**src/fdd_pkg.sv**
```systemverilog
package fdd_pkg;

  typedef enum logic [1:0] {
    ST_OK    = 2'd0,
    ST_ZERO  = 2'd1,
    ST_SAT   = 2'd2,
    ST_SHORT = 2'd3
  } status_e;

  typedef enum logic [2:0] {
    JOB_FWD,
    JOB_CEN,
    JOB_BWDA,
    JOB_BWDB,
    JOB_SHORT
  } job_e;

  typedef struct packed {
    logic shift;
    logic clear;
    logic gap;
    logic load;
    logic step;
    logic emit;
    logic emit_last;
    job_e kind;
  } cmd_t;

  typedef struct packed {
    logic den_zero;
    logic out_free;
  } sts_t;

endpackage

```
**src/fdd_dp.sv**
```systemverilog
module fdd_dp #(
  parameter int DATA_WIDTH = 32,
  parameter int FRAC_BITS  = 16
) (
  input  logic                   clk_i,
  input  logic                   rst_ni,
  input  fdd_pkg::cmd_t          cmd_i,
  output fdd_pkg::sts_t          sts_o,
  input  logic [DATA_WIDTH-1:0]  x_i,
  input  logic [DATA_WIDTH-1:0]  f_i,
  input  logic                   out_ready_i,
  output logic                   out_valid_o,
  output logic [DATA_WIDTH-1:0]  out_data_o,
  output logic [1:0]             out_status_o,
  output logic                   out_last_o
);

  localparam int W  = DATA_WIDTH;
  localparam int NW = W + 5;
  localparam int MW = W + 4;
  localparam int DW = W + 4;
  localparam int NB = MW + FRAC_BITS + 1;

  logic signed [W-1:0]  x_q [5];
  logic signed [W-1:0]  f_q [5];
  logic [W-1:0]         g_q [4];
  logic [W-1:0]         g_d [4];
  logic signed [NW-1:0] num_q, num_d;
  logic signed [NW-1:0] fe [5];
  logic [DW-1:0]        den_q, den_d;
  logic [W+1:0]         gsum;
  logic [MW-1:0]        mag;
  logic                 neg_q;
  logic [NB-1:0]        acc_q, acc_d;
  logic [DW-1:0]        rem_q, rem_d;
  logic [DW:0]          rem_sh;
  logic                 ge;
  logic [NB:0]          q1;
  logic [NB-1:0]        rounded, lim, val;
  logic                 sat;
  logic [W-1:0]         res;
  logic [1:0]           res_st;
  logic                 ovalid_q;
  logic [W-1:0]         odata_q;
  logic [1:0]           ost_q;
  logic                 olast_q;

  always_comb begin
    for (int i = 0; i < 5; i++) begin
      fe[i] = NW'(f_q[i]);
    end
    for (int i = 0; i < 4; i++) begin
      logic signed [W:0] d;
      d = (W+1)'(x_q[i+1]) - (W+1)'(x_q[i]);
      g_d[i] = d[W] ? W'(-d) : W'(d);
    end
  end

  always_comb begin
    case (cmd_i.kind)
      fdd_pkg::JOB_FWD:  num_d = (fe[3] <<< 2) - (fe[2] + (fe[2] <<< 1)) - fe[4];
      fdd_pkg::JOB_CEN:  num_d = fe[0] - (fe[1] <<< 3) + (fe[3] <<< 3) - fe[4];
      fdd_pkg::JOB_BWDA: num_d = (fe[3] + (fe[3] <<< 1)) - (fe[2] <<< 2) + fe[1];
      fdd_pkg::JOB_BWDB: num_d = (fe[4] + (fe[4] <<< 1)) - (fe[3] <<< 2) + fe[2];
      default:           num_d = '0;
    endcase
  end

  always_comb begin
    gsum = (W+2)'(g_q[0]) + (W+2)'(g_q[1]) + (W+2)'(g_q[2]) + (W+2)'(g_q[3]);
    case (cmd_i.kind)
      fdd_pkg::JOB_CEN:  den_d = DW'(gsum) + (DW'(gsum) << 1);
      fdd_pkg::JOB_BWDA: den_d = DW'(g_q[1]) + DW'(g_q[2]);
      default:           den_d = DW'(g_q[2]) + DW'(g_q[3]);
    endcase
    mag = num_q[NW-1] ? MW'(-num_q) : MW'(num_q);
  end

  always_comb begin
    rem_sh = {rem_q, acc_q[NB-1]};
    ge     = rem_sh >= {1'b0, den_q};
    rem_d  = ge ? DW'(rem_sh - {1'b0, den_q}) : DW'(rem_sh);
    acc_d  = {acc_q[NB-2:0], ge};
  end

  always_comb begin
    q1      = {1'b0, acc_q} + (NB+1)'(1);
    rounded = q1[NB:1];
    lim     = (NB'(1) << (W - 1)) - NB'(!neg_q);
    sat     = rounded > lim;
    val     = sat ? lim : rounded;
    if (cmd_i.kind == fdd_pkg::JOB_SHORT) begin
      res    = '0;
      res_st = fdd_pkg::ST_SHORT;
    end else if (den_q == '0) begin
      res    = '0;
      res_st = fdd_pkg::ST_ZERO;
    end else begin
      res    = neg_q ? W'(-val[W-1:0]) : val[W-1:0];
      res_st = sat ? fdd_pkg::ST_SAT : fdd_pkg::ST_OK;
    end
  end

  always_ff @(posedge clk_i or negedge rst_ni) begin
    if (!rst_ni) begin
      for (int i = 0; i < 5; i++) begin
        x_q[i] <= '0;
        f_q[i] <= '0;
      end
      ovalid_q <= 1'b0;
    end else begin
      if (cmd_i.clear) begin
        for (int i = 0; i < 5; i++) begin
          x_q[i] <= '0;
          f_q[i] <= '0;
        end
      end else if (cmd_i.shift) begin
        for (int i = 0; i < 4; i++) begin
          x_q[i] <= x_q[i+1];
          f_q[i] <= f_q[i+1];
        end
        x_q[4] <= x_i;
        f_q[4] <= f_i;
      end
      if (cmd_i.emit) begin
        ovalid_q <= 1'b1;
      end else if (out_ready_i) begin
        ovalid_q <= 1'b0;
      end
    end
  end

  always_ff @(posedge clk_i) begin
    if (cmd_i.gap) begin
      g_q   <= g_d;
      num_q <= num_d;
    end
    if (cmd_i.load) begin
      den_q <= den_d;
      neg_q <= num_q[NW-1];
      acc_q <= {mag, (FRAC_BITS+1)'(0)};
      rem_q <= '0;
    end else if (cmd_i.step) begin
      acc_q <= acc_d;
      rem_q <= rem_d;
    end
    if (cmd_i.emit) begin
      odata_q <= res;
      ost_q   <= res_st;
      olast_q <= cmd_i.emit_last;
    end
  end

  assign sts_o.den_zero = den_q == '0;
  assign sts_o.out_free = !ovalid_q || out_ready_i;
  assign out_valid_o    = ovalid_q;
  assign out_data_o     = odata_q;
  assign out_status_o   = ost_q;
  assign out_last_o     = olast_q;

endmodule

```
**src/fdd_ctrl.sv**
```systemverilog
module fdd_ctrl #(
  parameter int STEPS = 53
) (
  input  logic          clk_i,
  input  logic          rst_ni,
  input  logic          in_valid_i,
  input  logic          in_last_i,
  output logic          in_ready_o,
  input  fdd_pkg::sts_t sts_i,
  output fdd_pkg::cmd_t cmd_o
);

  localparam int SW = $clog2(STEPS + 1);

  typedef enum logic [2:0] {
    S_IDLE,
    S_GAP,
    S_LOAD,
    S_DIV,
    S_EMIT
  } state_e;

  state_e         state_q;
  fdd_pkg::job_e  kind_q;
  logic           final_q;
  logic [2:0]     cnt_q;
  logic [2:0]     left_q;
  logic [SW-1:0]  step_q;
  logic [2:0]     c_new;
  logic           accept;
  logic           emit_last;

  assign in_ready_o = state_q == S_IDLE;
  assign accept     = in_valid_i && in_ready_o;
  assign c_new      = (cnt_q == 3'd5) ? 3'd5 : cnt_q + 3'd1;
  assign emit_last  = (kind_q == fdd_pkg::JOB_BWDB) ||
                      (kind_q == fdd_pkg::JOB_SHORT && left_q == 3'd1);

  always_comb begin
    cmd_o           = '0;
    cmd_o.kind      = kind_q;
    cmd_o.shift     = accept;
    cmd_o.gap       = state_q == S_GAP;
    cmd_o.load      = state_q == S_LOAD;
    cmd_o.step      = state_q == S_DIV;
    cmd_o.emit      = state_q == S_EMIT && sts_i.out_free;
    cmd_o.emit_last = emit_last;
    cmd_o.clear     = cmd_o.emit && emit_last;
  end

  always_ff @(posedge clk_i or negedge rst_ni) begin
    if (!rst_ni) begin
      state_q <= S_IDLE;
      kind_q  <= fdd_pkg::JOB_FWD;
      final_q <= 1'b0;
      cnt_q   <= '0;
      left_q  <= '0;
      step_q  <= '0;
    end else begin
      case (state_q)
        S_IDLE: begin
          if (accept) begin
            cnt_q   <= c_new;
            final_q <= in_last_i;
            if (in_last_i && c_new < 3'd4) begin
              kind_q  <= fdd_pkg::JOB_SHORT;
              left_q  <= c_new;
              state_q <= S_EMIT;
            end else if (c_new == 3'd5) begin
              kind_q  <= fdd_pkg::JOB_CEN;
              state_q <= S_GAP;
            end else if (c_new >= 3'd3) begin
              kind_q  <= fdd_pkg::JOB_FWD;
              state_q <= S_GAP;
            end
          end
        end
        S_GAP: begin
          state_q <= S_LOAD;
        end
        S_LOAD: begin
          step_q  <= SW'(STEPS - 1);
          state_q <= S_DIV;
        end
        S_DIV: begin
          if (sts_i.den_zero || step_q == '0) begin
            state_q <= S_EMIT;
          end else begin
            step_q <= step_q - SW'(1);
          end
        end
        S_EMIT: begin
          if (sts_i.out_free) begin
            if (emit_last) begin
              cnt_q   <= '0;
              state_q <= S_IDLE;
            end else if (kind_q == fdd_pkg::JOB_SHORT) begin
              left_q <= left_q - 3'd1;
            end else if (kind_q == fdd_pkg::JOB_BWDA) begin
              kind_q  <= fdd_pkg::JOB_BWDB;
              state_q <= S_GAP;
            end else if (final_q) begin
              kind_q  <= fdd_pkg::JOB_BWDA;
              state_q <= S_GAP;
            end else begin
              state_q <= S_IDLE;
            end
          end
        end
        default: begin
          state_q <= S_IDLE;
        end
      endcase
    end
  end

endmodule

```
**src/finite_difference_first_derivative.sv**
```systemverilog
// Channel  Dir  tdata (low bit up)                  tuser     tlast
// s_axis   in   x_value, f_value, zero pad to bytes  -         last_sample
// m_axis   out  derivative, zero pad to bytes        status    last_result
//
// A sample is taken only while no earlier work is pending. A sample that yields a result
// keeps the block busy through its gap, load, divide and emit states, dividing in the
// one-bit-per-cycle restoring divider; no sample is taken until that result is emitted.
// A final sample yields up to three results, each with its own division; results of a
// too-short sequence need no division and leave one per cycle while the output is free.
// Reset clears the sample window and the count; a stalled result holds the block only
// once the next result is ready.
module finite_difference_first_derivative #(
  parameter int DATA_WIDTH = 32,
  parameter int FRAC_BITS  = 16
) (
  input  logic                                clk_i,
  input  logic                                rst_ni,
  input  logic                                s_axis_tvalid_i,
  output logic                                s_axis_tready_o,
  // x_value, f_value
  input  logic [((2*DATA_WIDTH+7)/8)*8-1:0]   s_axis_tdata_i,
  input  logic                                s_axis_tlast_i,
  output logic                                m_axis_tvalid_o,
  input  logic                                m_axis_tready_i,
  // derivative
  output logic [((DATA_WIDTH+7)/8)*8-1:0]     m_axis_tdata_o,
  // status
  output logic [1:0]                          m_axis_tuser_o,
  output logic                                m_axis_tlast_o
);

  localparam int OW    = ((DATA_WIDTH + 7) / 8) * 8;
  localparam int STEPS = DATA_WIDTH + 4 + FRAC_BITS + 1;

  fdd_pkg::cmd_t          cmd;
  fdd_pkg::sts_t          sts;
  logic [DATA_WIDTH-1:0]  deriv;

  fdd_ctrl #(
    .STEPS(STEPS)
  ) u_ctrl (
    .clk_i     (clk_i),
    .rst_ni    (rst_ni),
    .in_valid_i(s_axis_tvalid_i),
    .in_last_i (s_axis_tlast_i),
    .in_ready_o(s_axis_tready_o),
    .sts_i     (sts),
    .cmd_o     (cmd)
  );

  fdd_dp #(
    .DATA_WIDTH(DATA_WIDTH),
    .FRAC_BITS (FRAC_BITS)
  ) u_dp (
    .clk_i       (clk_i),
    .rst_ni      (rst_ni),
    .cmd_i       (cmd),
    .sts_o       (sts),
    .x_i         (s_axis_tdata_i[DATA_WIDTH-1:0]),
    .f_i         (s_axis_tdata_i[2*DATA_WIDTH-1:DATA_WIDTH]),
    .out_ready_i (m_axis_tready_i),
    .out_valid_o (m_axis_tvalid_o),
    .out_data_o  (deriv),
    .out_status_o(m_axis_tuser_o),
    .out_last_o  (m_axis_tlast_o)
  );

  assign m_axis_tdata_o = OW'(deriv);

endmodule

```
**config.mk**
```make
export PLATFORM = sky130hd
export DESIGN_NAME = finite_difference_first_derivative
export DESIGN_NICKNAME = d
export VERILOG_FILES = /design/src/fdd_pkg.sv /design/src/fdd_dp.sv /design/src/fdd_ctrl.sv /design/src/finite_difference_first_derivative.sv
export SDC_FILE = /design/constraint.sdc
export NUM_CORES = 2
export LEC_CHECK = 0
export ABC_AREA = 1
export BUFFER_PORTS_ARGS = -buffer_cell sky130_fd_sc_hd__buf_2
export CAP_MARGIN = 20
export CORE_MARGIN = 2
export CORE_UTILIZATION = 65
export CTS_BUF_LIST = sky130_fd_sc_hd__clkbuf_16
export CTS_CLUSTER_SIZE = 14
export DETAILED_ROUTE_END_ITERATION = 16
export GPL_TIMING_DRIVEN = 0
export PLACE_DENSITY = 0.8
export SETUP_SLACK_MARGIN = 0.4
export SYNTH_ARGS = -nofsm -noshare
export SYNTH_HDL_FRONTEND = slang
export SYNTH_SLANG_ARGS = --single-unit
```
**constraint.sdc**
```tcl
create_clock -name clk_i -period 16.8 [get_ports clk_i]
set_input_delay 0 -clock clk_i [delete_from_list [all_inputs] [get_ports clk_i]]
set_output_delay 0 -clock clk_i [all_outputs]
set_load 0.02 [all_outputs]
```
==> results.sh <==
export IMPL_outcome="complete, no violations"
export IMPL_finalSetupTns_ns=0
export IMPL_ios=106
export IMPL_ys_ff_latch=666
export IMPL_hpwl_um=190000
export IMPL_fin_crit_ns=9.10
export IMPL_crit_path_top_delay_cell="o21ai_0"
export IMPL_syn_inst=9004
export IMPL_startpoint="u_dp.g_q[64]"
export IMPL_drtIter0Drc=9789
export IMPL_syn_avg_cell_area_um2=7.30
export IMPL_r2r_start="u_dp.g_q[64]"
export IMPL_critPathBufInv=3
export IMPL_drive_above_1_share_pct=4.01
export IMPL_die_area_mm2=0.104
export IMPL_post_drt_wl_per_cell_um=22.4
export IMPL_synth_area_mm2=0.0657
export IMPL_async_flop_share_pct=51.1
export IMPL_critPathMostFrequentCell="o21ai_0"
export IMPL_drt_met1_wl_um=94300
export IMPL_clk_latency_ns=0.70
export IMPL_drt_pass1_iterations=10
export IMPL_htreeDepth=3
export IMPL_slew_violations=0
export IMPL_min_path_type="in2reg"
export IMPL_cp_data_required_time_ns=17.18
export IMPL_finalSetupViolCount=0
export IMPL_yosys_warnings=0
export IMPL_finClkSkew_ns=0.0338
export IMPL_gp_congestion=1.09
export IMPL_routed_top_layer="met5"
export IMPL_ff2ff_path_depth=33
export IMPL_layout_setup_ws_ns=7.70
export IMPL_cp_max_fo=5
export IMPL_critPathArrivalTime_ns=9.47
export IMPL_final_period_utilization_pct=54.2
export IMPL_root_buffer="clkbuf_16"
export IMPL_mostFrequentLayoutCells="inv_1 (1,679), nand2_1 (1,556), a21oi_1 (811), nor2_1 (810), o21ai_0 (603)"
export IMPL_viasPerCell=6.30
export IMPL_syn_nets=9856
export IMPL_synth_top_flop_cell="dfrtp_1"
export IMPL_crit_type="reg2reg"
export IMPL_cp_depth=33
export IMPL_critPathCaptureType="flop"
export IMPL_grt_max_degree=114
export IMPL_pre_cts_ws_ns=8.26
export IMPL_port_buffers=105
export IMPL_overflow=0
export IMPL_rsz0062_at_grt="false"
export IMPL_syn_to_final_growth_pct=9.10
export IMPL_cts_sinks=666
export IMPL_r2r_end="u_dp.den_q[34]"
export IMPL_grt_pass1_wl_um=359000
export IMPL_dr_total_vias=67100
export IMPL_synth_edf_count=273
export IMPL_mostFrequentLayoutCell="inv_1"
export IMPL_drcViolationCount=0
export IMPL_critPathLaunchType="flop"
export IMPL_worstSetupEndpoint="u_dp.den_q[34]"
export IMPL_r2r_slack_ns=7.70
export IMPL_critPathTopFamily="compound AO/OA/AOI/OAI gates"
export IMPL_cts_tree="built"
export IMPL_antenna_found_initial=7
export IMPL_max_freq_mhz=110
export IMPL_num_nets_final=10100
export IMPL_grt_pass1_vias=62000
export IMPL_rows=116
export IMPL_ant_nets=0
export IMPL_hold_violations=0
export IMPL_start_util_pct=65.7
export IMPL_met3_length_um=31700
export IMPL_clk_pin_slew_ns=0.06
export IMPL_cap_violations=0
export IMPL_max_slew_margin_pct=19.1
export IMPL_synth_seq_area_share_pct=27.0
export IMPL_slowest_delay_ns=0.96
export IMPL_chipHeight_um=322
export IMPL_core_mm2=0.100
export IMPL_numCtsBuffers=80
export IMPL_track_usage_pct=45.1
export IMPL_clock_path_buffers=3
export IMPL_fp_dieW_um=322
export IMPL_worstMarginPinSlew_ns=1.21
export IMPL_routed_wl_um=238000
export IMPL_synth_cell_types=70
export IMPL_wl_met2_um=96600
==> flip-flops by register name, indices dropped and copies added, names as in the netlist, 6 cells and up <==
register         cells
u_ctrl.step_q        6
u_dp.x_q           160
u_dp.f_q           160
u_dp.g_q           128
u_dp.acc_q          53
u_dp.rem_q          36
u_dp.den_q          36
u_dp.out_data_o     32
u_dp.num_q          37
==> cells in the mapped netlist (5+ instances only) <==
library cell	number	area share [%]
a2111oi_0	5	0.067
a211oi_1	9	0.10
a21boi_0	46	0.53
a21o_1	38	0.43
a21oi_1	811	6.2
a221oi_1	7	0.093
a22oi_1	323	3.7
a31oi_1	98	0.93
and3_1	6	0.057
buf_1	12	0.069
clkbuf_1	139	0.79
clkinv_1	5	0.029
dfrtp_1	340	13
dfxtp_1	53	1.6
edfxtp_1	273	12
fa_1	204	6.2
ha_1	579	11
inv_1	1666	9.5
inv_2	5	0.029
nand2_1	1556	8.9
nand2_2	7	0.067
nand3_1	319	2.4
nand3b_1	8	0.091
nand4_1	118	1.1
nor2_1	812	4.6
nor2_2	12	0.11
nor2_4	7	0.12
nor3_1	100	0.76
nor3b_1	6	0.069
nor4_1	48	0.46
o2111ai_1	24	0.32
o211ai_1	54	0.62
o21a_1	38	0.43
o21ai_0	603	4.6
o21ai_1	15	0.11
o21bai_1	20	0.23
o221ai_1	8	0.11
o22ai_1	35	0.33
o31ai_1	19	0.22
o32ai_1	5	0.067
or2_2	53	0.50
xnor2_1	142	1.9
xor2_1	329	4.4
==> area by class of cell <==
cell class / count / area, um^2
Fill cell: 8099 / 28400
Tap cell: 1298 / 1620
Inverter: 1676 / 6290
Multi-Input combinational cell: 6505 / 41100
Buffer: 157 / 608
Sequential cell: 666 / 17800
Clock inverter: 67 / 559
Clock buffer: 82 / 2050
Antenna cell: 5 / 12.5
Timing Repair Buffer: 205 / 1710
==> worst min path at each step <==
stage	to	startpoint	depth (start not counted)
global route	u_dp.f_q[25]	s_axis_tdata_i[57]	4
finish	u_dp.f_q[21]	s_axis_tdata_i[53]	4
floorplan	u_ctrl.cnt_q[0]	rst_ni	0
CTS	u_dp.x_q[7]	s_axis_tdata_i[7]	4
detailed placement	u_dp.f_q[26]	rst_ni	1
global placement	u_dp.f_q[11]	s_axis_tdata_i[43]	3
==> worst min-delay path: stages <==
cell	delay, ns
dlygate4sd3_1	0.52
buf_2	0.09
a22oi_1	0.06
inv_1	0.05
==> what timing repair did <==
item / 4_1_cts / 5_1_grt
endpoints found under the hold margin: 331 / 0
hold buffers: 71 / 0
buffers inserted: 0 / 0
resized for setup: 0 / 0
==> kinds of logic (layout without fill, tap and decap cells) <==
kind of cell	after synthesis	after routing	synth area share, %
buffers and inverters	1833	2187	10.5
other	0	5	0
xor gates and xnor gates	471	471	6.27
DFF	666	666	27.0
AOI/OAI and AO/OA	2183	2183	19.4
adders and majority gates	783	783	17.2
and+or+nand+nor	3068	3068	19.6
==> layer usage <==
metal | global-route usage (%) | vias to the layer above
met5 | 0.236 | -
li1 | - | 30700
met2 | 65.4 | 4630
met3 | 12.1 | 839
met1 | 61.5 | 31000
met4 | 23.8 | 4
==> stage by stage <==
step           std cells  hold slack, ns  area (um^2)  util, %
3_3_place_gp       10400           0.219        67900     67.8
6_report           10700          0.0493        71700     71.6
5_1_grt            10700          0.0782        71700     71.6
4_1_cts            10700          0.0348        71700     71.6
2_1_floorplan       9004          -0.296        65700        -
3_5_place_dp       10400         -0.0942        68300     68.2
Power is left out: the tool's default activity adds up to more than one toggle a clock period on the data nets, which glitch-free logic cannot reach.
